$ cat config.mk
export PLATFORM = sky130hd
export DESIGN_NAME = cg2_sqrt_cell
export DESIGN_NICKNAME = d
export VERILOG_FILES = /design/src/cg2_pkg.sv /design/src/cg2_sqrt_cell.sv
export SDC_FILE = /design/constraint.sdc
export NUM_CORES = 1
export LEC_CHECK = 0
export BUFFER_PORTS_ARGS = -buffer_cell sky130_fd_sc_hd__buf_2
export CAP_MARGIN = 20
export CORE_MARGIN = 2
export CORE_UTILIZATION = 43
export CTS_CLUSTER_SIZE = 28
export DETAILED_ROUTE_END_ITERATION = 6
export MAX_ROUTING_LAYER = met4
export SKIP_LAST_GASP = 1
export SLEW_MARGIN = 20
export SYNTH_ARGS = -nofsm -noshare
export SYNTH_HDL_FRONTEND = slang
export SYNTH_SLANG_ARGS = --single-unit
$ cat constraint.sdc
create_clock -name clock -period 15.8 [get_ports clock]
set_input_delay 1.58 -clock clock [delete_from_list [all_inputs] [get_ports clock]]
set_output_delay 1.58 -clock clock [all_outputs]
set_load 0.02 [all_outputs]
$ cat src/cg2_pkg.sv
// cg2_pkg: shared types, constants and tables for the correlated 2D Gaussian unit.
// Used by every cell, the combine stage and the top level. No dependencies.
`timescale 1ns / 1ps

package cg2_pkg;

   // Step counts of the cell chains
   localparam int LOG_STEPS    = 24;
   localparam int SQRT_STEPS   = 32;
   localparam int CORDIC_STEPS = 30;

   // Pipeline layout (cycles from the input transfer)
   localparam int RADIUS_LAT  = 1 + LOG_STEPS + 1 + SQRT_STEPS;
   localparam int ANGLE_LAT   = 1 + CORDIC_STEPS + 1;
   localparam int ROOT_LAT    = 1 + SQRT_STEPS;
   localparam int ANGLE_DLY   = RADIUS_LAT - ANGLE_LAT;
   localparam int ROOT_DLY    = RADIUS_LAT - ROOT_LAT;
   localparam int COMB_STAGES = 5;
   localparam int PIPE_DEPTH  = RADIUS_LAT + COMB_STAGES;

   // Status codes
   localparam logic [1:0] STATUS_OK   = 2'd0;
   localparam logic [1:0] STATUS_RHO  = 2'd1;
   localparam logic [1:0] STATUS_ZERO = 2'd2;

   // Register indexes
   localparam logic [2:0] REG_MEAN_X  = 3'd0;
   localparam logic [2:0] REG_MEAN_Y  = 3'd1;
   localparam logic [2:0] REG_SIGMA_X = 3'd2;
   localparam logic [2:0] REG_SIGMA_Y = 3'd3;
   localparam logic [2:0] REG_RHO     = 3'd4;

   // Arithmetic constants
   localparam logic [31:0]        LN2_Q32     = 32'hB172_17F8;
   localparam logic signed [33:0] CORDIC_K    = 34'sh0_26DD_3B6A;
   localparam logic signed [33:0] QUARTER     = 34'sh0_4000_0000;
   localparam logic signed [33:0] HALF_TURN   = 34'sh0_8000_0000;
   localparam logic [29:0]        LOG_SPAN    = 30'(32) << LOG_STEPS;
   localparam logic [31:0]        ONE_Q30     = 32'h4000_0000;
   localparam logic signed [15:0] RHO_MINUS1  = 16'sh8000;

   // atan(2^-i) in turns, Q.32
   localparam logic [31:0] ATAN_TURNS [CORDIC_STEPS] = '{
      32'h20000000, 32'h12E4051E, 32'h09FB385B, 32'h051111D4, 32'h028B0D43,
      32'h0145D7E1, 32'h00A2F61E, 32'h00517C55, 32'h0028BE53, 32'h00145F2F,
      32'h000A2F98, 32'h000517CC, 32'h00028BE6, 32'h000145F3, 32'h0000A2F9,
      32'h0000517D, 32'h000028BE, 32'h0000145F, 32'h00000A30, 32'h00000518,
      32'h0000028C, 32'h00000146, 32'h000000A3, 32'h00000051, 32'h00000029,
      32'h00000014, 32'h0000000A, 32'h00000005, 32'h00000003, 32'h00000001
   };

   // Log2 chain payload
   typedef struct packed {
      logic [4:0]  k;
      logic [31:0] m;
      logic [LOG_STEPS-1:0] frac;
   } log_type;

   // Square root chain payload
   typedef struct packed {
      logic [63:0] n;
      logic [63:0] res;
   } sqrt_type;

   // CORDIC chain payload
   typedef struct packed {
      logic signed [33:0] x;
      logic signed [33:0] y;
      logic signed [33:0] z;
      logic               neg;
   } cordic_type;

   // Configuration registers
   typedef struct packed {
      logic signed [31:0] mean_x;
      logic signed [31:0] mean_y;
      logic [31:0]        sigma_x;
      logic [31:0]        sigma_y;
      logic signed [15:0] rho;
   } cfg_type;

   // One result
   typedef struct packed {
      logic signed [31:0] x_out;
      logic signed [31:0] y_out;
      logic [1:0]         status;
   } result_type;

endpackage

$ cat src/cg2_sqrt_cell.sv
// cg2_sqrt_cell: one digit step of a 64-bit integer square root.
// Depends on cg2_pkg; idx selects the trial bit 4^(31-idx).
`timescale 1ns / 1ps

module cg2_sqrt_cell (
   input  logic              clock,
   input  logic              en,
   input  logic [4:0]        idx,
   input  cg2_pkg::sqrt_type d_in,
   output cg2_pkg::sqrt_type d_out
);

   cg2_pkg::sqrt_type d_ff, d_in_v;
   logic [5:0]  sh;
   logic [63:0] one_v;
   logic [63:0] trial;

   // Compare and subtract against res + bit
   always_comb begin
      sh    = 6'd62 - {idx, 1'b0};
      one_v = 64'h1 << sh;
      trial = d_in.res + one_v;
      if (d_in.n >= trial) begin
         d_in_v.n   = d_in.n - trial;
         d_in_v.res = (d_in.res >> 1) + one_v;
      end else begin
         d_in_v.n   = d_in.n;
         d_in_v.res = d_in.res >> 1;
      end
   end

   always_ff @(posedge clock) begin
      if (en) begin
         d_ff <= d_in_v;
      end
   end

   assign d_out = d_ff;

endmodule

### Yosys cells after proc, flatten, opt, wreduce, memory -nomap -nowiden

Cells that the tools add are included.

* flip-flop bits (word level): 128
* output and inout port bits: 128

* order comparisons: 1
* mux-type cells: 1
* shift-type cells: 1
* add/sub/neg operators: 4

Operators by type and width (count)
* $mux 128: 1
* $add 63x64->64: 1
* $add 64x64->64: 1
* $ge 64x64->1: 1
* $shl 1x6->64 const A: 1
* $sub 64x64->64: 1
* $sub 6x6->6 const A: 1

### Depth between registers and ports, before layout

* depth after elaboration: 5
* mapped depth: 28
* depth with buffers taken out: 23

### Least setup slack after synthesis

Ideal clock, no wire load.

* path type: input -> register
* from: input idx[2]
* to: register d_ff (netlist bit d_out[16]), data pin
* setup slack: 8.939 ns
* arrival: 6.592 ns
* cell stages on the path: 25
* setup time: 0.269 ns
* buffers on the path: 3
* path through: buf_2 nand3b_1 nor2_1 ha_1 and3_1 o311a_1 maj3_1 a211o_1 or2_2 a21boi_0 o21ai_0 nand2_1 xor2_1 ha_1 nand2_1 o21ai_0 a221oi_1 o21ai_0 nor3_2 a221oi_2 o22ai_1 buf_2 buf_2 nor3_1 xor2_1

RTL lines
* from (decl): line cg2_sqrt_cell.sv:8 `input logic [4:0] idx,`
* to (signal assigned): line cg2_sqrt_cell.sv:34 `d_ff <= d_in_v;`
* to (decl): line cg2_sqrt_cell.sv:13 `cg2_pkg::sqrt_type d_ff, d_in_v;`

==> metrics.txt <==
outcome finished, final reports clean; worst hold path depth 3; Root Buffer clkbuf_16; Hold Startpoint d_in[71]; most used routing layer met1; initial antenna violation count 3; nets@finish ~2300; Max H-tree Level 4; EDFF count, synth between 100 and 150; Setup crit end kind flop; max FFs per register between 100 and 150; Total Negative Setup Slacks 0 ns; fmax 0.1221 GHz; Worst-Margin Slew around 0.87 ns; Final Cycle Share 51.83%; synth top area cells edfxtp_1 27%, ha_1 11%, nand2_1 6.8%; worst vdd ir slightly above 0.08 mV; most common cell after layout, fill and taps aside buf_2; Crit Path Class input pin to flop; Pleak 0.006844 uW; vias in the first global route between 10000 and 15000; post-synth top area share 26.85%; Seq/Total Area, Yosys approximately 27%; #FFs+latches synth 128; Syn Nets 2040; share of cells above drive strength 1 16.92%; Avg Vias per Cell 5.904; M3 GR Usage under 10%; first-pass GRT wire length around 75000 um; CTS Buffer Depth 2; Tot GR Track Use between 20% and 30%; yosys warns 0; crit start category input pin; Die Area between 30000 and 40000 um^2; Max-slew headroom a little over two fifths; Post-DRT Antenna Nets 0; Arr. time, crit path ~8.4 ns; IO buf count 262; global routing usage on met2 around two fifths; DIE WIDTH approximately 190 um; CP max stage cell o22a_2; FFs w/ async S/R, synth 0%; Final min period about 8.2 ns; RePlAce Congestion roughly 1; DR DRC count 0; CP top delay family compound AO/OA/AOI/OAI gates; Hold WC Path Type input pin to flop; pwr dens roughly 80 nW/um^2; final hold vios 0; hold endpoint d_out[71]$_DFFE_PP_; clock buffer count from CTS 17; CTS tree done; via count 14460; post-CTS setup buffers 0; hpwl dp approximately 39000 um; Initial Util between 40 and 50%; core area ~33000 um^2; Finished Layout Cells 2449; row count 66; initial DRC count around 1100; WP buf/inv 1; Max stage delay on crit path 0.77 ns; commonest cells after routing, fill and taps aside 261 x buf_2, 260 x nand2_1, 174 x o21ai_0, 140 x nor2_1, 128 x edfxtp_1; most used cell, CP o21ai_1; Layout Area Growth over Synthesis 15.22%; final WL slightly below 50000 um; hold buffers post-CTS 0; GR Util met1 a little over two fifths; clock slew at reported path FFs roughly 0.06 ns; crit-path cells buf_2 > or2_2 > nor2_1 > ha_1 > a31oi_1 > nor2_1 > a31o_1 > a311o_2 > a311oi_1 > o21ai_1 > o21ai_1 > o21ai_1 > xnor2_1 > ha_1 > nand4_1 > nor4_2 > nand3_1 > a21oi_1 > nor3_2 > a221oi_2 > o22a_2 > o21ai_0 > xnor2_1; Critical Path RT between 15 and 20 ns; post-synth cell types 85; cells after synthesis ~1800; total clock sinks approximately 130; gr ovfl total 0; # Max-Cap Violations 0; placed cell count between 2000 and 2500; final setup violation count 0; WL/cell 19.88 um; Synth Area per Inst between 8 and 9 um^2; leading area contributor after synthesis edfxtp_1; Mapped Area ~14000 um^2; Post-CTS Resized 0; largest net degree at the start of global routing roughly 130; drt first pass iters 5; die height 186.5 um; I/O pin count around 260; Worst Path Max Fanout 33; Main synth FF type edfxtp_1; RSZ-0062 raised after global routing no; Slew Limit Fails 0
==> layer usage <==
| layer | routed length (um) | part of all wire (%) | vias to the layer above |
|---|---|---|---|
| met4 | 898 | 1.8 | 0 |
| met1 | 24420 | 50 | 6708 |
| met3 | 3692 | 7.6 | 51 |
| li1 | - | - | 7087 |
| met5 | 0 | 0 | - |
| met2 | 19680 | 40 | 614 |
==> area by class of cell <==
cell class / instances / area, um^2
diodes: 3 / 7.507
clock buffers: 18 / 429.2
clock inverters: 14 / 167.7
fillers: 3201 / 16130
inverters: 40 / 150.1
multi-input cells: 1539 / 10000
flip-flops and latches: 128 / 3844
well taps: 442 / 553.0
repair buffers: 265 / 1340
==> per-stage QoR <==
step / area, um^2 / utilization [%] / hold slack [ns] / power (uW) / worst slack (ns)
final: 16490 / 50.56 / 1.423 / 1335 / 7.610
after global routing: 16490 / 50.56 / 1.424 / 1405 / 7.245
after CTS: 16480 / 50.53 / 1.409 / 1339 / 7.661
after detailed placement: 15890 / 48.70 / 1.883 / 922.7 / 7.197
after global placement: 15890 / 48.70 / 1.877 / 924.5 / 7.218
after floorplan: 14320 / - / 1.693 / 768.4 / 8.939
==> where the power goes <==
part	total (uW)	internal, uW	switching [uW]
logic	484	164	320
registers	440	429	11.1
clock network	411	247	164
total	1340	840	495
==> synthesized netlist by cell type (34+ instances only) <==
master    instances
nand2_1         260
o21ai_0         174
nor2_1          140
edfxtp_1        128
ha_1            126
a21oi_1         120
xor2_1           96
xnor2_1          77
a31oi_1          56
clkbuf_1         49
nand4_1          47
inv_1            40
a21o_1           38
o21bai_1         37
nand3_1          34
==> logic make-up (layout without fill, tap and decap cells) <==
| group | Yosys count | after routing | share of synthesized area, % |
|---|---|---|---|
| buffers and inverters | 111 | 337 | 3.382 |
| AO/OA/AOI/OAI | 606 | 606 | 27.31 |
| flip-flops | 128 | 128 | 26.85 |
| XOR/XNOR | 173 | 173 | 10.58 |
| adder cells (fa/ha/maj) | 129 | 129 | 11.29 |
| other | 0 | 3 | 0 |
| AND/OR/NAND/NOR | 631 | 631 | 20.58 |
==> worst min-delay path, delay by kind of cell <==
kind | cells | cell delay [ns]
buf+inv | 1 | 0.09
simple gates | 1 | 0.04
compound gates | 1 | 0.06
==> worst max-delay path by stage <==
stage / slack, ns / cells after the start / endpoint / startpoint
final: 7.61 / 23 / d_out[39]$_DFFE_PP_ / idx[0]
after global routing: 7.24 / 23 / d_out[45]$_DFFE_PP_ / idx[0]
after global placement: 7.22 / 23 / d_out[39]$_DFFE_PP_ / idx[0]
after detailed placement: 7.20 / 23 / d_out[43]$_DFFE_PP_ / idx[0]
after floorplan: 8.94 / 25 / d_out[16]$_DFFE_PP_ / idx[2]
after CTS: 7.66 / 23 / d_out[39]$_DFFE_PP_ / idx[0]
(Power assumes the default switching activity.)
