**src/cg2_pkg.sv**
```systemverilog
// cg2_pkg: shared types, constants and tables for the correlated 2D Gaussian unit.
// Used by every cell, the combine stage and the top level. No dependencies.
`timescale 1ns / 1ps

package cg2_pkg;

   // Step counts of the cell chains
   localparam int LOG_STEPS    = 24;
   localparam int SQRT_STEPS   = 32;
   localparam int CORDIC_STEPS = 30;

   // Pipeline layout (cycles from the input transfer)
   localparam int RADIUS_LAT  = 1 + LOG_STEPS + 1 + SQRT_STEPS;
   localparam int ANGLE_LAT   = 1 + CORDIC_STEPS + 1;
   localparam int ROOT_LAT    = 1 + SQRT_STEPS;
   localparam int ANGLE_DLY   = RADIUS_LAT - ANGLE_LAT;
   localparam int ROOT_DLY    = RADIUS_LAT - ROOT_LAT;
   localparam int COMB_STAGES = 5;
   localparam int PIPE_DEPTH  = RADIUS_LAT + COMB_STAGES;

   // Status codes
   localparam logic [1:0] STATUS_OK   = 2'd0;
   localparam logic [1:0] STATUS_RHO  = 2'd1;
   localparam logic [1:0] STATUS_ZERO = 2'd2;

   // Register indexes
   localparam logic [2:0] REG_MEAN_X  = 3'd0;
   localparam logic [2:0] REG_MEAN_Y  = 3'd1;
   localparam logic [2:0] REG_SIGMA_X = 3'd2;
   localparam logic [2:0] REG_SIGMA_Y = 3'd3;
   localparam logic [2:0] REG_RHO     = 3'd4;

   // Arithmetic constants
   localparam logic [31:0]        LN2_Q32     = 32'hB172_17F8;
   localparam logic signed [33:0] CORDIC_K    = 34'sh0_26DD_3B6A;
   localparam logic signed [33:0] QUARTER     = 34'sh0_4000_0000;
   localparam logic signed [33:0] HALF_TURN   = 34'sh0_8000_0000;
   localparam logic [29:0]        LOG_SPAN    = 30'(32) << LOG_STEPS;
   localparam logic [31:0]        ONE_Q30     = 32'h4000_0000;
   localparam logic signed [15:0] RHO_MINUS1  = 16'sh8000;

   // atan(2^-i) in turns, Q.32
   localparam logic [31:0] ATAN_TURNS [CORDIC_STEPS] = '{
      32'h20000000, 32'h12E4051E, 32'h09FB385B, 32'h051111D4, 32'h028B0D43,
      32'h0145D7E1, 32'h00A2F61E, 32'h00517C55, 32'h0028BE53, 32'h00145F2F,
      32'h000A2F98, 32'h000517CC, 32'h00028BE6, 32'h000145F3, 32'h0000A2F9,
      32'h0000517D, 32'h000028BE, 32'h0000145F, 32'h00000A30, 32'h00000518,
      32'h0000028C, 32'h00000146, 32'h000000A3, 32'h00000051, 32'h00000029,
      32'h00000014, 32'h0000000A, 32'h00000005, 32'h00000003, 32'h00000001
   };

   // Log2 chain payload
   typedef struct packed {
      logic [4:0]  k;
      logic [31:0] m;
      logic [LOG_STEPS-1:0] frac;
   } log_type;

   // Square root chain payload
   typedef struct packed {
      logic [63:0] n;
      logic [63:0] res;
   } sqrt_type;

   // CORDIC chain payload
   typedef struct packed {
      logic signed [33:0] x;
      logic signed [33:0] y;
      logic signed [33:0] z;
      logic               neg;
   } cordic_type;

   // Configuration registers
   typedef struct packed {
      logic signed [31:0] mean_x;
      logic signed [31:0] mean_y;
      logic [31:0]        sigma_x;
      logic [31:0]        sigma_y;
      logic signed [15:0] rho;
   } cfg_type;

   // One result
   typedef struct packed {
      logic signed [31:0] x_out;
      logic signed [31:0] y_out;
      logic [1:0]         status;
   } result_type;

endpackage

```
**src/cg2_log_cell.sv**
```systemverilog
// cg2_log_cell: one fraction bit of log2 by squaring the normalized mantissa.
// Depends on cg2_pkg.
`timescale 1ns / 1ps

module cg2_log_cell (
   input  logic             clock,
   input  logic             en,
   input  cg2_pkg::log_type d_in,
   output cg2_pkg::log_type d_out
);

   cg2_pkg::log_type d_ff, d_in_v;
   logic [63:0] sq;
   logic [32:0] p;

   // Square, keep Q1.31, renormalize when it reaches two
   always_comb begin
      sq = 64'(d_in.m) * 64'(d_in.m);
      p  = sq[63:31];
      d_in_v.k = d_in.k;
      if (p[32]) begin
         d_in_v.m    = p[32:1];
         d_in_v.frac = {d_in.frac[cg2_pkg::LOG_STEPS-2:0], 1'b1};
      end else begin
         d_in_v.m    = p[31:0];
         d_in_v.frac = {d_in.frac[cg2_pkg::LOG_STEPS-2:0], 1'b0};
      end
   end

   always_ff @(posedge clock) begin
      if (en) begin
         d_ff <= d_in_v;
      end
   end

   assign d_out = d_ff;

endmodule

```
**config.mk**
```make
export PLATFORM = sky130hd
export DESIGN_NAME = cg2_log_cell
export DESIGN_NICKNAME = d
export VERILOG_FILES = /design/src/cg2_pkg.sv /design/src/cg2_log_cell.sv
export SDC_FILE = /design/constraint.sdc
export NUM_CORES = 2
export LEC_CHECK = 0
export BUFFER_PORTS_ARGS = -buffer_cell sky130_fd_sc_hd__clkbuf_2
export CORE_MARGIN = 2
export CORE_UTILIZATION = 50
export DETAILED_ROUTE_END_ITERATION = 16
export GPL_TIMING_DRIVEN = 1
export HOLD_SLACK_MARGIN = 0.05
export MAX_ROUTING_LAYER = met4
export PLACE_DENSITY = 0.67
export RECOVER_POWER = 100
export SYNTH_ARGS = -nofsm -noshare
export SYNTH_HDL_FRONTEND = slang
export SYNTH_SLANG_ARGS = --single-unit
```
**constraint.sdc**
```tcl
create_clock -name clock -period 10.65 [get_ports clock]
set_clock_uncertainty 0.05 [all_clocks]
set_input_delay 1.5975 -clock clock [delete_from_list [all_inputs] [get_ports clock]]
set_output_delay 1.5975 -clock clock [all_outputs]
set_load 0.01 [all_outputs]
```
# == Yosys cells after proc, flatten, opt, wreduce, memory -nomap -nowiden ==
# Index checks and enable logic that the tools add are counted.
# totals
word_cells,6
latchBits,0
romBits,0
reg_bits,61
mem_bits_rw,0
out_inout_bits,61
input_bits,63
mem_count,0
# classes
addsub,0
n_shift,0
reduce_logical,0
div_mod_pow,0
magnitude_cmp,0
eq_ne,0
n_bitwise,0
n_mux,1
n_mul,1
# ops
cell,count
$mul A32 B32 Y64,1
$mux W55,1

# == Depth between registers and ports, before layout ==
# depth
ltp_word,2
mapped_depth,32
ltp_nobuf,27

# == Worst setup path before layout ==
# Ideal clock, no wire load.
# synth_timing
path_kind,input-to-reg
start,input port d_in[50] (netlist name)
end,"register d_ff (netlist bit d_out[31]), data pin"
slack_ns,1.584
setup_ns,0.260
cell_stages,29
path_buffers,5
t_required_ns,10.340
arrival_ns,8.755
path_cell_list,clkbuf_1 clkbuf_1 nand2_1 fa_1 fa_1 inv_1 fa_1 inv_1 fa_1 inv_1 fa_1 fa_1 fa_1 inv_1 fa_1 inv_1 ha_1 clkbuf_1 a21o_1 nand2_1 o211ai_1 a21o_1 a211oi_4 a31oi_4 a41oi_2 xnor2_1 buf_6 buf_12 mux2_4
# synth_lines
item,line,rtl
from (decl),cg2_log_cell.sv:8,"input cg2_pkg::log_type d_in,"
to (signal assigned),cg2_log_cell.sv:32,d_ff <= d_in_v;
to (decl),cg2_log_cell.sv:12,"cg2_pkg::log_type d_ff, d_in_v;"

==> results <==
- The flow ran to the end, but the final reports show violations.
- The final reports fail on capacitance limit, slew limit.
- Clock-pin slew was measured on the worst setup and hold paths at about 0.060 ns.
- For the final routed database, the setup TNS stands at 0 ns.
- The total number of placement rows is 91.
- The final layout contains around 4.5k nets.
- The start point of the critical path is d_in[26].
- Yosys mapped a number of flops with a built-in enable equal to between 60 and 70.
- The share of final-layout standard cells stronger than drive strength 1 is under 10%.
- The post-place setup slack is about 0.65 ns.
- The number of slew-limit violations in the final report is 62.
- The die covers 64900 µm².
- The predominant post-synthesis flop cell is sky130_fd_sc_hd__edfxtp_1.
- In the synthesized netlist the async set-or-reset flop fraction comes to 0%.
- The first global-routing pass estimated approximately 120000 µm of wire.
- In this run the clock root is driven by a sky130_fd_sc_hd__clkbuf_16.
- The sequential area share after synthesis is around 5.8%.
- The largest net degree at the start of global routing is between 60 and 70.
- The CTS tree is done.
- The number of top-level pins is around 120.
- The tightest min-delay check is of the in -> reg type.
- STA classifies the critical path startpoint as an input port.
- In the final layout, the multi-input gates occupy ~25000 µm².
- Gates resized during post-CTS repair numbered 0.
- The kind of end point of the critical path is a register.
- The number of CTS-inserted buffers is 9.
- The worst stage delay on the critical path is 0.57 ns.
- Across all hold checks on the routed design, the worst slack comes to between 1 and 1.5 ns.
- The number of endpoints failing setup at the final stage is 0.
- After technology mapping, the gate count stands at ~3.2k.
- A synthesized cell averages 9.755 µm².
- The total routed wirelength is between 70000 and 80000 µm.
- Port buffering added roughly 120 buffers.
- The pre-antenna-repair detailed-routing pass consisted of 4 iterations.
- The total routing usage reported by global routing is 25.25%.
- The via count of the first global-routing pass is ~23k.
- Summed over all layers, the global routing overflow is 0.
- The hold violation total from the final report came to 0.
- The slowest stage of the critical path belongs to the cell sky130_fd_sc_hd__clkbuf_2.
- The total of hold buffers inserted after clock tree synthesis is 0.
- The cell with the most instances on the worst path is sky130_fd_sc_hd__fa_1.
- The total non-filler cell area in the finished layout is 33330 µm².
- The placeable core region is between 60000 and 70000 µm².
- At the worst endpoint, the required time is about 11 ns.
- The total half-perimeter wirelength after legalization and detailed placement is ~64000 µm.
- In the layout the commonest cells are sky130_fd_sc_hd__inv_1 (980), sky130_fd_sc_hd__fa_1 (791), sky130_fd_sc_hd__ha_1 (300).
- The first routing iteration left 1104 violations.
- The instance area after placement is between 30000 and 40000 µm².
- The cell area that synthesis handed to floorplanning was approximately 31000 µm².
- The clock passes through at most 2 buffers.
- In this run the most critical hold path is launched from d_in[3].
- The post-synthesis register bit count is 61.
- The arrival time reported for the critical path endpoint is 9.97 ns.
- For this run, design rule violations remaining after detail routing come to 0.
- Fill cells in the final layout number 5720.
- The area growth from synthesis to layout is 6.009%.
- The H-tree was split into 3 levels.
- The initial antenna violation count is 1.
- After layout, the worst path uses ~93% of the clock period.
- Setup repair after global routing left no endpoint under its margin.
- In this run the post-CTS setup repair buffer count came out at 0.
- For the pin with the worst max-slew slack, the measured transition is 3.311 ns.
- The vertical extent of the die is ~250 µm.
- In this run the tightest slew margin relative to its limit is -120.7%.
- The detailed-route wire length per cell is ~18 µm.
- After detailed routing, the number of vias per cell comes to slightly above 5.
- The post-route worst setup slack is ~0.7 ns.
- Once the floorplan was initialized, standard cells occupied 50.76% of the core.
- The post-synth net total is between 4k and 5k.
- In this run the worst path has a maximum fanout of 20.
- The post-detailed-route count of antenna-violating nets is 0.
- Along the worst hold path, the cell count comes to 1.
- The worst setup path is of the in -> reg kind.
- The register with the most flip-flops in the layout has between 60 and 70 of them.
- The sequential cells in the finished layout cover a total of approximately 1800 µm².
- The count of warnings emitted by yosys is 0.
- The number of max-capacitance violations reported is 1.
- At the end of routability-driven placement, the weighted congestion stood at between 0.9 and 1.
- Across all layers, the routed design uses approximately 21k vias.
- The clock sink total is approximately 60.
- The distinct cell type count of the synthesized netlist is 73.
- The shortest period the worst path allows is approximately 10 ns.
- Leaving out fill and tap cells, the most frequent cell in the layout is sky130_fd_sc_hd__inv_1.
- Timing would allow up to approximately 0.1 GHz.
- The x dimension of the die is ~250 µm.
- The worst min-delay path endpoint is d_out[4]$_DFFE_PP_.
==> layout make-up <==
type	instances	share of cell area (%)
inverter	981	11.05
clock buffer	9	0.6757
timing repair buffer	184	3.176
tap	837	3.142
antenna	1	0.007508
sequential	61	5.496
clock inverter	7	0.3416
multi-input combinational	2063	76.11
==> layer usage <==
| layer | up-vias | track usage (%) | wire length (µm) |
|---|---|---|---|
| met3 | 110 | 2.950 | 3149 |
| met2 | 440 | 43.73 | 38540 |
| met1 | 10860 | 31.63 | 30410 |
| met5 | - | - | 0 |
| li1 | 9579 | - | - |
| met4 | 0 | 6.282 | 2265 |
==> cells in the mapped netlist (all sizes together) (20+ instances only) <==
cell	count	area (µm²)
a21o	38	285.3
o21ai	31	155.1
and2	228	1426
mux2	28	394.1
fa	791	15840
nor2	61	229.0
xnor2	33	289.0
xor2	44	385.4
nand2	289	1087
nand3	20	105.1
edfxtp	61	1832
ha	300	3754
inv	980	3679
clkbuf	110	412.9
a21oi	59	306.5
==> cells by family (layout without fill, tap and decap cells) <==
family	Yosys count	after routing	share of synthesized area [%]
AOI/OAI and AO/OA	211	211	4.887
xor gates and xnor gates	77	77	2.145
adders and majority gates	1091	1091	62.31
buffers and inverters	1099	1181	13.28
DFF	61	61	5.826
muxes	30	30	1.317
other	0	1	0
and+or+nand+nor	654	654	10.24
==> through the flow <==
step	instances	util [%]
after CTS	4142	54.05
final	4143	53.81
after global routing	4143	53.81
after detailed placement	4126	53.50
after floorplan	3223	-
after global placement	4126	53.50
==> worst max-delay path: cells and delay by family <==
family                     cells  cell delay (ns)
adders and majority gates      9             4.43
AOI/OAI and AO/OA              7             1.90
and+or+nand+nor                1             0.11
buffers and inverters          6             1.36
muxes                          1             0.36
xor gates and xnor gates       1             0.19
==> how the worst max path moves through the flow <==
stage | to | slack [ns]
2_1_floorplan | d_out[31]$_DFFE_PP_ | 1.58
3_3_place_gp | d_out[49]$_DFFE_PP_ | 0.63
3_5_place_dp | d_out[54]$_DFFE_PP_ | 0.65
4_1_cts | d_out[48]$_DFFE_PP_ | 0.96
5_1_grt | d_out[48]$_DFFE_PP_ | 0.35
6_report | d_out[48]$_DFFE_PP_ | 0.69
Power is not shown: default switching activity piles up to over one toggle a cycle in this logic, so the estimate is an artifact.
