==> src/cg2_pkg.sv <==
// cg2_pkg: shared types, constants and tables for the correlated 2D Gaussian unit.
// Used by every cell, the combine stage and the top level. No dependencies.
`timescale 1ns / 1ps

package cg2_pkg;

   // Step counts of the cell chains
   localparam int LOG_STEPS    = 24;
   localparam int SQRT_STEPS   = 32;
   localparam int CORDIC_STEPS = 30;

   // Pipeline layout (cycles from the input transfer)
   localparam int RADIUS_LAT  = 1 + LOG_STEPS + 1 + SQRT_STEPS;
   localparam int ANGLE_LAT   = 1 + CORDIC_STEPS + 1;
   localparam int ROOT_LAT    = 1 + SQRT_STEPS;
   localparam int ANGLE_DLY   = RADIUS_LAT - ANGLE_LAT;
   localparam int ROOT_DLY    = RADIUS_LAT - ROOT_LAT;
   localparam int COMB_STAGES = 5;
   localparam int PIPE_DEPTH  = RADIUS_LAT + COMB_STAGES;

   // Status codes
   localparam logic [1:0] STATUS_OK   = 2'd0;
   localparam logic [1:0] STATUS_RHO  = 2'd1;
   localparam logic [1:0] STATUS_ZERO = 2'd2;

   // Register indexes
   localparam logic [2:0] REG_MEAN_X  = 3'd0;
   localparam logic [2:0] REG_MEAN_Y  = 3'd1;
   localparam logic [2:0] REG_SIGMA_X = 3'd2;
   localparam logic [2:0] REG_SIGMA_Y = 3'd3;
   localparam logic [2:0] REG_RHO     = 3'd4;

   // Arithmetic constants
   localparam logic [31:0]        LN2_Q32     = 32'hB172_17F8;
   localparam logic signed [33:0] CORDIC_K    = 34'sh0_26DD_3B6A;
   localparam logic signed [33:0] QUARTER     = 34'sh0_4000_0000;
   localparam logic signed [33:0] HALF_TURN   = 34'sh0_8000_0000;
   localparam logic [29:0]        LOG_SPAN    = 30'(32) << LOG_STEPS;
   localparam logic [31:0]        ONE_Q30     = 32'h4000_0000;
   localparam logic signed [15:0] RHO_MINUS1  = 16'sh8000;

   // atan(2^-i) in turns, Q.32
   localparam logic [31:0] ATAN_TURNS [CORDIC_STEPS] = '{
      32'h20000000, 32'h12E4051E, 32'h09FB385B, 32'h051111D4, 32'h028B0D43,
      32'h0145D7E1, 32'h00A2F61E, 32'h00517C55, 32'h0028BE53, 32'h00145F2F,
      32'h000A2F98, 32'h000517CC, 32'h00028BE6, 32'h000145F3, 32'h0000A2F9,
      32'h0000517D, 32'h000028BE, 32'h0000145F, 32'h00000A30, 32'h00000518,
      32'h0000028C, 32'h00000146, 32'h000000A3, 32'h00000051, 32'h00000029,
      32'h00000014, 32'h0000000A, 32'h00000005, 32'h00000003, 32'h00000001
   };

   // Log2 chain payload
   typedef struct packed {
      logic [4:0]  k;
      logic [31:0] m;
      logic [LOG_STEPS-1:0] frac;
   } log_type;

   // Square root chain payload
   typedef struct packed {
      logic [63:0] n;
      logic [63:0] res;
   } sqrt_type;

   // CORDIC chain payload
   typedef struct packed {
      logic signed [33:0] x;
      logic signed [33:0] y;
      logic signed [33:0] z;
      logic               neg;
   } cordic_type;

   // Configuration registers
   typedef struct packed {
      logic signed [31:0] mean_x;
      logic signed [31:0] mean_y;
      logic [31:0]        sigma_x;
      logic [31:0]        sigma_y;
      logic signed [15:0] rho;
   } cfg_type;

   // One result
   typedef struct packed {
      logic signed [31:0] x_out;
      logic signed [31:0] y_out;
      logic [1:0]         status;
   } result_type;

endpackage

==> src/cg2_cordic_cell.sv <==
// cg2_cordic_cell: one rotation step of the sine/cosine CORDIC, angle in turns.
// Depends on cg2_pkg (atan table).
`timescale 1ns / 1ps

module cg2_cordic_cell (
   input  logic                clock,
   input  logic                en,
   input  logic [4:0]          idx,
   input  cg2_pkg::cordic_type d_in,
   output cg2_pkg::cordic_type d_out
);

   cg2_pkg::cordic_type d_ff, d_in_v;
   logic signed [33:0] xs, ys, at;

   // Rotate toward zero residual angle
   always_comb begin
      xs = $signed(d_in.x) >>> idx;
      ys = $signed(d_in.y) >>> idx;
      at = $signed({2'b00, cg2_pkg::ATAN_TURNS[idx]});
      d_in_v.neg = d_in.neg;
      if (!d_in.z[33]) begin
         d_in_v.x = d_in.x - ys;
         d_in_v.y = d_in.y + xs;
         d_in_v.z = d_in.z - at;
      end else begin
         d_in_v.x = d_in.x + ys;
         d_in_v.y = d_in.y - xs;
         d_in_v.z = d_in.z + at;
      end
   end

   always_ff @(posedge clock) begin
      if (en) begin
         d_ff <= d_in_v;
      end
   end

   assign d_out = d_ff;

endmodule

==> config.mk <==
export PLATFORM = sky130hd
export DESIGN_NAME = cg2_cordic_cell
export DESIGN_NICKNAME = d
export VERILOG_FILES = /design/src/cg2_pkg.sv /design/src/cg2_cordic_cell.sv
export SDC_FILE = /design/constraint.sdc
export NUM_CORES = 1
export LEC_CHECK = 0
export BUFFER_PORTS_ARGS = -buffer_cell sky130_fd_sc_hd__buf_4
export CAP_MARGIN = 20
export CORE_MARGIN = 2
export CORE_UTILIZATION = 30
export DETAILED_ROUTE_END_ITERATION = 8
export PLACE_DENSITY_LB_ADDON = 0.2
export SKIP_CTS_REPAIR_TIMING = 1
export SYNTH_ARGS = -nofsm -noshare
export SYNTH_HDL_FRONTEND = slang
export SYNTH_SLANG_ARGS = --single-unit
==> constraint.sdc <==
create_clock -name clock -period 7.8 [get_ports clock]
set_input_delay 0.78 -clock clock [delete_from_list [all_inputs] [get_ports clock]]
set_output_delay 0.78 -clock clock [all_outputs]
set_load 0.02 [all_outputs]
* After elaboration in Yosys (flattened, before gate mapping)
Memories as Yosys holds them, arrays and structs flattened. Index checks and enable logic that the tools add are counted.
Storage, ports and cells: register bits 103, bits in latches 0, memory bits (writable) 0, memory bits (read-only) 1024, input port bits 110, output and inout port bits 103, memories 1
Operators by class: add/subtract/negate cells 6, $mul 0, div/mod/pow operators 0, order comparisons 1, eq/ne operators 0, shift operators 2, multiplexer cells 3, bitwise gates (word level) 1, reduce and logical (&&, ||, !) cells 0
Memory list:
- (no name shown) | words 32, bits a word 32, read ports 1, clocked after Yosys merged registers in 0, write ports 0, RTL line cg2_cordic_cell.sv:20 | at = $signed({2'b00, cg2_pkg::ATAN_TURNS[idx]});
Operators with widths (number):
- 2-to-1 mux 102 bit | 1
- adder 34 bit | 2
- >>> shifter 34 x 5 -> 34 bit | 2
- subtractor 34 bit | 2
- 2-to-1 mux 32 bit | 2
- adder 34 x 33 -> 34 bit | 1
- subtractor 34 x 33 -> 34 bit | 1
- >= comparator 6 bit, second input constant | 1
- NOT 5 -> 6 bit | 1

* Logic depth before layout (Yosys ltp)
Gate-level depths: netlist of run 1.
depth after elaboration 6, gate-level depth with buffers 30

* Least setup slack after synthesis of run 1
No wires, ideal clock.
path type input port to flip-flop, start point input port idx[2], end point register d_ff, in the netlist d_out[68], data pin, library setup time 266 ps, data arrival time 6065 ps, required time 7534 ps, setup slack 1470 ps, cell stages on the path 24, path buffers 5, path through buf_2 buf_4 buf_2 clkbuf_1 clkbuf_1 mux4_2 mux2_2 a222oi_1 o211ai_1 nor3_2 nand4_2 inv_1 a21oi_1 xor2_1 ha_1 a21o_1 a21o_1 a221o_1 a211oi_1 o21a_1 o31ai_1 a41o_1 o41ai_1 xnor2_1
RTL lines:
- from (decl) | RTL line cg2_cordic_cell.sv:8 | input logic [4:0] idx,
- to (signal assigned) | RTL line cg2_cordic_cell.sv:35 | d_ff <= d_in_v;
- to (decl) | RTL line cg2_cordic_cell.sv:13 | cg2_pkg::cordic_type d_ff, d_in_v;

==> impl_metrics.prom, run 1 <==
# TYPE chip_impl_metric gauge
chip_impl_info{name="status",value="completed"} 1
chip_impl_metric{name="pin_count_of_the_biggest_net_entering_global_routing",unit=""} 73
chip_impl_metric{name="clkSinkCount",unit=""} 103
chip_impl_info{name="unrepaired_setup_endpoints_after_global_routing",value="false"} 1
chip_impl_metric{name="maxSlewHeadroom",unit="%"} 34.7
chip_impl_metric{name="die_x",unit="um"} 236
chip_impl_info{name="end_kind",value="flop"} 1
chip_impl_info{name="library_cell_contributing_the_largest_single_delay_on_the_critical_path",value="buf_4"} 1
chip_impl_metric{name="largest_reg_flops",unit=""} 103
chip_impl_metric{name="leakagePower",unit="nW"} 7.57
chip_impl_metric{name="final-instance-count-excl-fill",unit=""} 2707
chip_impl_metric{name="num_rows",unit=""} 85
chip_impl_info{name="timing.setup.critical_path_class",value="in2reg"} 1
chip_impl_metric{name="die-area",unit="sq um"} 55700
chip_impl_metric{name="power_density",unit="nW/um^2"} 184
chip_impl_metric{name="diodes",unit=""} 0
chip_impl_metric{name="critPathBufInv",unit=""} 4
chip_impl_metric{name="synth_enable_flop_cells",unit=""} 103
chip_impl_metric{name="ys_async_sr_fraction",unit="%"} 0
chip_impl_metric{name="synth.ff_latch_count",unit=""} 103
chip_impl_metric{name="path_clk_slew",unit="ns"} 0.08
chip_impl_metric{name="sw_power",unit="W"} 0.00152
chip_impl_metric{name="avgSynthCellArea",unit="sq um"} 8.89
chip_impl_info{name="min_from",value="d_in[0]"} 1
chip_impl_info{name="yosys-top-cells-area",value="edfxtp_1, mux4_2, ha_1"} 1
chip_impl_metric{name="die_height",unit="um"} 236
chip_impl_metric{name="grt_pass1_wl",unit="um"} 101000
chip_impl_metric{name="via_per_inst",unit=""} 5.90
chip_impl_metric{name="grtUsageTotal",unit="%"} 23.9
chip_impl_metric{name="fmaxAchievable",unit="MHz"} 150
chip_impl_metric{name="irDropWorstVdd",unit="V"} 0.0000938
chip_impl_metric{name="timing.final.max_slew_violations",unit=""} 0
chip_impl_info{name="synth.top_cells.by_count",value="a21oi_1, nor2_1, nand2_1"} 1
chip_impl_metric{name="drt_pass1_iterations",unit=""} 7
chip_impl_metric{name="clk_path_buf_depth",unit=""} 2
chip_impl_metric{name="post-place-cells",unit=""} 2690
chip_impl_metric{name="report.final.setup_viol",unit=""} 0
chip_impl_metric{name="post-route-period-util",unit="%"} 85.2
chip_impl_metric{name="start_util",unit="%"} 30.2
chip_impl_info{name="min_path_type",value="in2reg"} 1
chip_impl_info{name="synthDominantAreaCellType",value="edfxtp_1"} 1
chip_impl_info{name="tritoncts",value="built"} 1
chip_impl_metric{name="routed-via-count",unit=""} 16000
chip_impl_metric{name="area_growth_syn_to_layout",unit="%"} 17.4
chip_impl_info{name="crit_path_start_kind",value="primary input"} 1
chip_impl_metric{name="layout.core_utilization",unit="%"} 35.4
chip_impl_metric{name="overflow",unit=""} 0
chip_impl_metric{name="timing.critical_path.required",unit="ns"} 7.94
chip_impl_metric{name="synth_top_area_share",unit="%"} 19.2
chip_impl_metric{name="ant_nets",unit=""} 0
chip_impl_metric{name="remaining_drc_errors",unit=""} 0
chip_impl_metric{name="io-pin-count",unit=""} 213
chip_impl_metric{name="initialDrtViolationCount",unit=""} 1488
chip_impl_metric{name="critPathArrivalTime",unit="ns"} 6.79
chip_impl_metric{name="drt-total-wl",unit="um"} 68300
chip_impl_metric{name="syn_nets",unit=""} 2038
chip_impl_metric{name="htreeDepth",unit=""} 3
chip_impl_metric{name="place_congestion",unit=""} 0.963
chip_impl_metric{name="report.final.hold_viol_count",unit=""} 0
chip_impl_metric{name="total_internal_power",unit="W"} 0.00196
chip_impl_metric{name="power.share.sequential",unit="%"} 25.0
chip_impl_metric{name="synthesis.instances",unit=""} 1815
chip_impl_metric{name="cts_made_buffers",unit=""} 9
chip_impl_metric{name="slowest_delay",unit="ns"} 0.66
chip_impl_metric{name="finish.instance_area",unit="sq um"} 18900
chip_impl_metric{name="worst_tran_pin_value",unit="ns"} 0.979
chip_impl_metric{name="yosysUniqueCellTypes",unit=""} 96
chip_impl_metric{name="drive_above_1_share",unit="%"} 22.0
chip_impl_metric{name="cap_violations",unit=""} 0
chip_impl_metric{name="antenna_found_initial",unit=""} 1
chip_impl_info{name="synthFlopType",value="edfxtp_1"} 1
chip_impl_metric{name="share_of_the_yosys_chip_area_belonging_to_registers",unit="%"} 19.2
chip_impl_metric{name="placed_area",unit="sq um"} 18600
chip_impl_metric{name="power.combinational.fraction",unit="%"} 61.0
chip_impl_metric{name="finalCriticalPeriod",unit="ns"} 6.65
chip_impl_info{name="cts-root-buf",value="clkbuf_16"} 1
chip_impl_info{name="cp-startpoint",value="idx[2]"} 1
chip_impl_metric{name="final_net_count",unit=""} 2229
chip_impl_metric{name="setup-tns-final",unit="ns"} 0
chip_impl_metric{name="io_buffers",unit=""} 212
chip_impl_metric{name="core-area",unit="sq um"} 53500
chip_impl_metric{name="place_ws",unit="ns"} 0.937
chip_impl_metric{name="power_switching_share",unit="%"} 43.7
chip_impl_info{name="worst_path_dominant_cell_family",value="compound AO/OA/AOI/OAI gates"} 1
chip_impl_info{name="post-synth-top-count-cell",value="a21oi_1"} 1
chip_impl_metric{name="detailed_place_hpwl",unit="um"} 54400
chip_impl_metric{name="first_global_vias",unit=""} 15600
chip_impl_metric{name="worstPathMaxFanout",unit=""} 72
chip_impl_metric{name="mappedNetlistArea",unit="sq um"} 16100
chip_impl_metric{name="power.share.clock",unit="%"} 14.1
chip_impl_metric{name="ys.warnings.count",unit=""} 0
chip_impl_metric{name="post_drt_wl_per_cell",unit="um"} 25.2
chip_impl_metric{name="final.setup.worst_slack",unit="ns"} 1.15
[final timing paths]
kind,depth (start not counted),slack [ns],endpoint
worst min-delay path,1,0.55,d_out[0]
worst max-delay path,25,1.15,d_out[102]
[power by group through the flow]
stage                     combinational (W)  sequential (W)  clock (W)
final                               0.00213        0.000871   0.000491
after global placement              0.00210        0.000886          0
after floorplan                     0.00117         0.00108          0
after detailed placement            0.00210        0.000887          0
after global routing                0.00229        0.000886   0.000528
after CTS                           0.00212        0.000876   0.000515
[per-stage QoR]
step | hold WS, ns | total power [W]
after floorplan | 0.879 | 0.00225
after global placement | 0.958 | 0.00299
after detailed placement | 0.960 | 0.00299
after CTS | 0.527 | 0.00351
after global routing | 0.534 | 0.00371
final | 0.550 | 0.00349
[layer usage]
layer  share of wire (%)  up-vias  routed length [um]  track usage, %
li1                    -     7371                   -               -
met1                  45     7923               31000            33.3
met2                  45      617               31000            37.9
met3                 7.2       69                4910            4.39
met4                 2.0        2                1340            6.58
met5               0.013        -                   9               0
[layout make-up]
cell class / instances / area, sq um
inverters: 44 / 165
fillers: 5516 / 34600
clock inverters: 6 / 68.8
clock buffers: 10 / 229
repair buffers: 287 / 2200
multi-input cells: 1561 / 12300
well taps: 696 / 871
flip-flops and latches: 103 / 3090
[cells in the final DEF (no fill, tap or decap), drive strengths merged, types with 14 or more instances in the layout]
| cell | n |
|---|---|
| nand3 | 44 |
| o21bai | 20 |
| ha | 110 |
| o21a | 17 |
| nor2 | 143 |
| mux2 | 56 |
| o211ai | 15 |
| and2 | 14 |
| xnor2 | 128 |
| a31oi | 36 |
| a21oi | 164 |
| nand2b | 31 |
| mux4 | 78 |
| buf | 287 |
| inv | 45 |
| nor3 | 42 |
| edfxtp | 103 |
| nand2 | 129 |
| xor2 | 49 |
| o21ai | 93 |
| and3 | 20 |
| a21o | 41 |
| a22oi | 18 |
| nor2b | 24 |
| a211oi | 24 |
| mux2i | 58 |
[cell families (layout without fill, tap and decap cells)]
group	after synthesis	in the layout	share of synthesized area [%]
adders and majority gates	113	113	8.90
DFF	103	103	19.2
muxes	192	192	18.7
AOI/OAI and AO/OA	556	556	22.9
and+or+nand+nor	523	523	16.2
buffers and inverters	151	347	4.54
xor gates and xnor gates	177	177	9.61
(Power assumes the default switching activity.)
==> run 2: changes to the inputs <==
- BUFFER_PORTS_ARGS: -buffer_cell sky130_fd_sc_hd__buf_4 -> not set
- DONT_BUFFER_PORTS: not set -> 1
==> impl_metrics.prom, run 2 (synthesized netlist as in run 1, its figures left out) <==
# TYPE chip_impl_metric gauge
chip_impl_metric{name="via_per_inst",unit=""} 6.09
chip_impl_metric{name="clkSinkCount",unit=""} 103
chip_impl_metric{name="drive_above_1_share",unit="%"} 9.98
chip_impl_metric{name="drt-total-wl",unit="um"} 64900
chip_impl_metric{name="layout.core_utilization",unit="%"} 31.6
chip_impl_metric{name="remaining_drc_errors",unit=""} 0
chip_impl_metric{name="clk_path_buf_depth",unit=""} 2
chip_impl_metric{name="report.final.setup_viol",unit=""} 0
chip_impl_info{name="crit_path_start_kind",value="primary input"} 1
chip_impl_metric{name="drt_pass1_iterations",unit=""} 6
chip_impl_metric{name="pin_count_of_the_biggest_net_entering_global_routing",unit=""} 160
chip_impl_metric{name="place_ws",unit="ns"} 0.843
chip_impl_metric{name="io-pin-count",unit=""} 213
chip_impl_metric{name="maxSlewHeadroom",unit="%"} 32.5
chip_impl_metric{name="setup-tns-final",unit="ns"} 0
chip_impl_info{name="layout.cells.most_common_list",value="a21oi_1, nor2_1, nand2_1"} 1
chip_impl_metric{name="timing.critical_path.required",unit="ns"} 7.96
chip_impl_metric{name="worst_tran_pin_value",unit="ns"} 1.01
chip_impl_info{name="min_path_type",value="in2reg"} 1
chip_impl_metric{name="n_fill_cell",unit=""} 5606
chip_impl_metric{name="first_global_vias",unit=""} 14400
chip_impl_metric{name="die_height",unit="um"} 236
chip_impl_metric{name="finish.instance_area",unit="sq um"} 16900
chip_impl_metric{name="start_util",unit="%"} 30.2
chip_impl_metric{name="timing.final.max_slew_violations",unit=""} 0
chip_impl_info{name="layout_commonest_cell",value="a21oi_1"} 1
chip_impl_metric{name="placed_area",unit="sq um"} 16600
chip_impl_metric{name="die-area",unit="sq um"} 55700
chip_impl_metric{name="htreeDepth",unit=""} 3
chip_impl_metric{name="path_clk_slew",unit="ns"} 0.08
chip_impl_metric{name="fmaxAchievable",unit="MHz"} 148
chip_impl_metric{name="initialDrtViolationCount",unit=""} 1774
chip_impl_metric{name="leakagePower",unit="nW"} 6.28
chip_impl_metric{name="num_rows",unit=""} 85
chip_impl_metric{name="report.final.hold_viol_count",unit=""} 0
chip_impl_metric{name="finalCriticalPeriod",unit="ns"} 6.74
chip_impl_info{name="timing.setup.critical_path_class",value="in2reg"} 1
chip_impl_metric{name="antenna_found_initial",unit=""} 1
chip_impl_metric{name="power_density",unit="nW/um^2"} 183
chip_impl_metric{name="final_net_count",unit=""} 1961
chip_impl_info{name="cts-root-buf",value="clkbuf_16"} 1
chip_impl_metric{name="critPathArrivalTime",unit="ns"} 6.89
chip_impl_info{name="end_kind",value="flop"} 1
chip_impl_metric{name="largest_reg_flops",unit=""} 103
chip_impl_metric{name="final.setup.worst_slack",unit="ns"} 1.06
chip_impl_metric{name="place_congestion",unit=""} 0.969
chip_impl_metric{name="irDropWorstVdd",unit="V"} 0.000121
chip_impl_metric{name="overflow",unit=""} 0
chip_impl_metric{name="diodes",unit=""} 0
chip_impl_metric{name="post-route-period-util",unit="%"} 86.4
chip_impl_metric{name="worstPathMaxFanout",unit=""} 122
chip_impl_metric{name="area_growth_syn_to_layout",unit="%"} 4.88
chip_impl_metric{name="cts_made_buffers",unit=""} 9
chip_impl_metric{name="io_buffers",unit=""} 0
chip_impl_metric{name="cap_violations",unit=""} 0
chip_impl_metric{name="grt_pass1_wl",unit="um"} 95700
chip_impl_metric{name="routed-via-count",unit=""} 14900
chip_impl_info{name="tritoncts",value="built"} 1
chip_impl_metric{name="ant_nets",unit=""} 0
chip_impl_metric{name="grtUsageTotal",unit="%"} 22.8
chip_impl_metric{name="post_drt_wl_per_cell",unit="um"} 26.6
chip_impl_info{name="status",value="completed"} 1
chip_impl_metric{name="detailed_place_hpwl",unit="um"} 50000
chip_impl_info{name="unrepaired_setup_endpoints_after_global_routing",value="false"} 1
chip_impl_metric{name="die_x",unit="um"} 236
chip_impl_metric{name="core-area",unit="sq um"} 53500
run 2: area by class of cell:
cell class	instances	area (sq um)	share of cell area, %
multi-input combinational	1561	12300	72.8
sequential	103	3090	18.3
inverter	44	165	0.976
clock inverter	6	91.3	0.540
timing repair buffer	19	155	0.917
clock buffer	10	229	1.35
tap	696	871	5.15
run 2: worst paths after layout:
path	from	to	slack, ns	cells past startpoint
worst min-delay path	d_in[0]	d_out[0]	0.47	0
worst max-delay path	idx[0]	d_out[33]	1.06	21
run 2: worst max-delay path, cell delays in order:
cell and delay [ns]:
inv_1 0.71, ha_1 0.43, nor2_1 0.16, a211oi_1 0.10, a311oi_1 0.53, ha_1 0.27
o211ai_1 0.11, o21ba_2 0.30, nor4b_1 0.62, o31a_1 0.33, or2_2 0.23, xnor2_1 0.10
ha_1 0.38, nand4_1 0.24, or3_1 0.43, o2111ai_1 0.33, nand3_1 0.16, a31oi_1 0.26
a21o_1 0.16, a21oi_1 0.07, xnor2_1 0.13
run 2: stage by stage:
stage	cells	hold slack, ns	total power, W
after CTS	2439	0.440	0.00314
after global routing	2439	0.455	0.00331
after detailed placement	2423	0.879	0.00258
after global placement	2423	0.879	0.00259
after floorplan	1815	0.879	0.00225
final	2439	0.473	0.00311
run 2: per-layer routing:
layer / up-vias / wire length (um) / global-route usage (%)
met1: 7234 / 28700 / 31.1
li1: 6847 / - / -
met3: 97 / 5230 / 4.93
met4: 0 / 1960 / 7.86
met5: - / 0 / 0
met2: 677 / 29000 / 35.5
run 2: power breakdown:
part           switching [W]  total [W]  leakage, nW  internal [W]
Sequential          0.000247    0.00109         1.01      0.000842
Clock               0.000241   0.000525        0.153      0.000284
Combinational       0.000853    0.00149         5.12      0.000638
==> run 3: changes to the inputs <==
- GPL_TIMING_DRIVEN: not set -> 0
==> impl_metrics.prom, run 3 (synthesized netlist as in run 1, its figures left out) <==
# TYPE chip_impl_metric gauge
chip_impl_metric{name="critPathBufInv",unit=""} 7
chip_impl_metric{name="timing.critical_path.required",unit="ns"} 7.96
chip_impl_metric{name="clkSinkCount",unit=""} 103
chip_impl_metric{name="use_met1",unit="%"} 40.9
chip_impl_metric{name="path_clk_slew",unit="ns"} 0.08
chip_impl_metric{name="finalPower",unit="W"} 0.00331
chip_impl_info{name="unrepaired_setup_endpoints_after_global_routing",value="false"} 1
chip_impl_metric{name="placed_area",unit="sq um"} 17100
chip_impl_info{name="min_path_type",value="in2reg"} 1
chip_impl_metric{name="die_x",unit="um"} 236
chip_impl_metric{name="first_global_vias",unit=""} 15900
chip_impl_metric{name="start_util",unit="%"} 30.2
chip_impl_metric{name="area_growth_syn_to_layout",unit="%"} 8.75
chip_impl_info{name="layout_commonest_cell",value="a21oi_1"} 1
chip_impl_metric{name="core-area",unit="sq um"} 53500
chip_impl_metric{name="antenna_found_initial",unit=""} 3
chip_impl_info{name="end_kind",value="flop"} 1
chip_impl_metric{name="io-pin-count",unit=""} 213
chip_impl_metric{name="grt_pass1_wl",unit="um"} 124000
chip_impl_metric{name="timing.final.max_slew_violations",unit=""} 0
chip_impl_info{name="global_route.peak_usage_layer",value="met2"} 1
chip_impl_metric{name="final_net_count",unit=""} 2061
chip_impl_metric{name="grt.met3_usage",unit="%"} 8.77
chip_impl_info{name="tritoncts",value="built"} 1
chip_impl_metric{name="remaining_drc_errors",unit=""} 0
chip_impl_metric{name="power.share.sequential",unit="%"} 32.8
chip_impl_metric{name="irDropWorstVdd",unit="V"} 0.000132
chip_impl_metric{name="n_fill_cell",unit=""} 5641
chip_impl_metric{name="place_congestion",unit=""} 1.03
chip_impl_metric{name="num_rows",unit=""} 85
chip_impl_metric{name="leakagePower",unit="nW"} 6.60
chip_impl_metric{name="report.final.setup_viol",unit=""} 0
chip_impl_info{name="layout.cells.most_common_list",value="a21oi_1, nor2_1, nand2_1"} 1
chip_impl_metric{name="finalCriticalPeriod",unit="ns"} 7.79
chip_impl_metric{name="cap_violations",unit=""} 0
chip_impl_info{name="timing.setup.critical_path_class",value="in2reg"} 1
chip_impl_metric{name="power.combinational.fraction",unit="%"} 51.2
chip_impl_metric{name="via_per_inst",unit=""} 6.41
chip_impl_metric{name="clk_path_buf_depth",unit=""} 2
chip_impl_metric{name="post-route-period-util",unit="%"} 99.8
chip_impl_metric{name="initialDrtViolationCount",unit=""} 1915
chip_impl_metric{name="overflow",unit=""} 0
chip_impl_metric{name="drt_pass1_iterations",unit=""} 6
chip_impl_metric{name="cts_made_buffers",unit=""} 9
chip_impl_metric{name="grtUsageTotal",unit="%"} 31.4
chip_impl_metric{name="drt-total-wl",unit="um"} 89200
chip_impl_metric{name="largest_reg_flops",unit=""} 103
chip_impl_metric{name="post-place-cells",unit=""} 2521
chip_impl_metric{name="io_buffers",unit=""} 0
chip_impl_metric{name="grt_use_met2",unit="%"} 48.7
chip_impl_metric{name="total_internal_power",unit="W"} 0.00178
chip_impl_metric{name="worst_tran_pin_value",unit="ns"} 1.18
chip_impl_metric{name="layout.core_utilization",unit="%"} 32.8
chip_impl_metric{name="final.setup.worst_slack",unit="ns"} 0.0139
chip_impl_metric{name="die_height",unit="um"} 236
chip_impl_metric{name="power.share.clock",unit="%"} 16.0
chip_impl_metric{name="sw_power",unit="W"} 0.00153
chip_impl_metric{name="place_ws",unit="ns"} -0.999
chip_impl_metric{name="fmaxAchievable",unit="MHz"} 128
chip_impl_info{name="cell_chain_critical_path",value="clkdlybuf4s15_1, buf_2, buf_2, buf_2, clkbuf_2, clkbuf_2, clkbuf_2, a21oi_1, a31oi_1, xnor2_1, ha_1, o21ai_0, o21ai_0, a211oi_1, o21ai_0, a31oi_1, o31ai_1, o41a_1, a221oi_1, xnor2_1"} 1
chip_impl_metric{name="detailed_place_hpwl",unit="um"} 71100
chip_impl_metric{name="ant_nets",unit=""} 0
chip_impl_metric{name="critPathArrivalTime",unit="ns"} 7.95
chip_impl_metric{name="die-area",unit="sq um"} 55700
chip_impl_metric{name="slowest_delay",unit="ns"} 0.68
chip_impl_metric{name="worstPathMaxFanout",unit=""} 10
chip_impl_info{name="library_cell_contributing_the_largest_single_delay_on_the_critical_path",value="clkdlybuf4s15_1"} 1
chip_impl_metric{name="post_drt_wl_per_cell",unit="um"} 35.1
chip_impl_info{name="cts-root-buf",value="clkbuf_16"} 1
chip_impl_metric{name="maxSlewHeadroom",unit="%"} 21.0
chip_impl_metric{name="power_density",unit="nW/um^2"} 189
chip_impl_info{name="crit_path_start_kind",value="primary input"} 1
chip_impl_metric{name="final-instance-count-excl-fill",unit=""} 2541
chip_impl_metric{name="finish.instance_area",unit="sq um"} 17500
chip_impl_info{name="worst_path_dominant_cell_family",value="buffers and inverters"} 1
chip_impl_metric{name="drive_above_1_share",unit="%"} 12.9
chip_impl_metric{name="htreeDepth",unit=""} 3
chip_impl_metric{name="report.final.hold_viol_count",unit=""} 0
chip_impl_metric{name="power_switching_share",unit="%"} 46.2
chip_impl_metric{name="routed-via-count",unit=""} 16300
chip_impl_info{name="status",value="completed"} 1
chip_impl_metric{name="pin_count_of_the_biggest_net_entering_global_routing",unit=""} 104
[run 3: worst paths after layout]
path,end,slack [ns],cells after the start,startpoint
max,d_out[101],0.01,20,idx[3]
min,d_out[0],0.46,0,d_in[0]
[run 3: through the flow]
stage               TNS (ns)  hold slack (ns)
global placement      -30.99            0.879
global route               0            0.445
floorplan                  0            0.879
finish                     0            0.459
detailed placement    -17.76            0.879
CTS                    -4.18            0.440
[run 3: metal layers]
layer | wire length (um) | part of all wire (%)
met1 | 37300 | 42
met4 | 4140 | 4.6
met3 | 8540 | 9.6
met2 | 39200 | 44
met5 | 13 | 0.015
[run 3: layout make-up]
class                      count  area (sq um)  share of cell area (%)
multi-input combinational   1561         12400                    70.5
sequential                   103          3090                    17.6
tap                          696           871                    4.96
buffer                       106           601                    3.42
clock buffer                   9           225                    1.28
inverter                      44           165                   0.941
timing repair buffer          13           129                   0.734
clock inverter                 7          96.3                   0.549
antenna                        2          5.00                  0.0285
[run 3: power by group through the flow]
stage / clock network, W / logic, W / registers, W
5_1_grt: 0.000569 / 0.00182 / 0.00110
2_1_floorplan: 0 / 0.00117 / 0.00108
6_report: 0.000531 / 0.00170 / 0.00109
3_3_place_gp: 0 / 0.00165 / 0.00110
4_1_cts: 0.000552 / 0.00167 / 0.00109
3_5_place_dp: 0 / 0.00166 / 0.00110
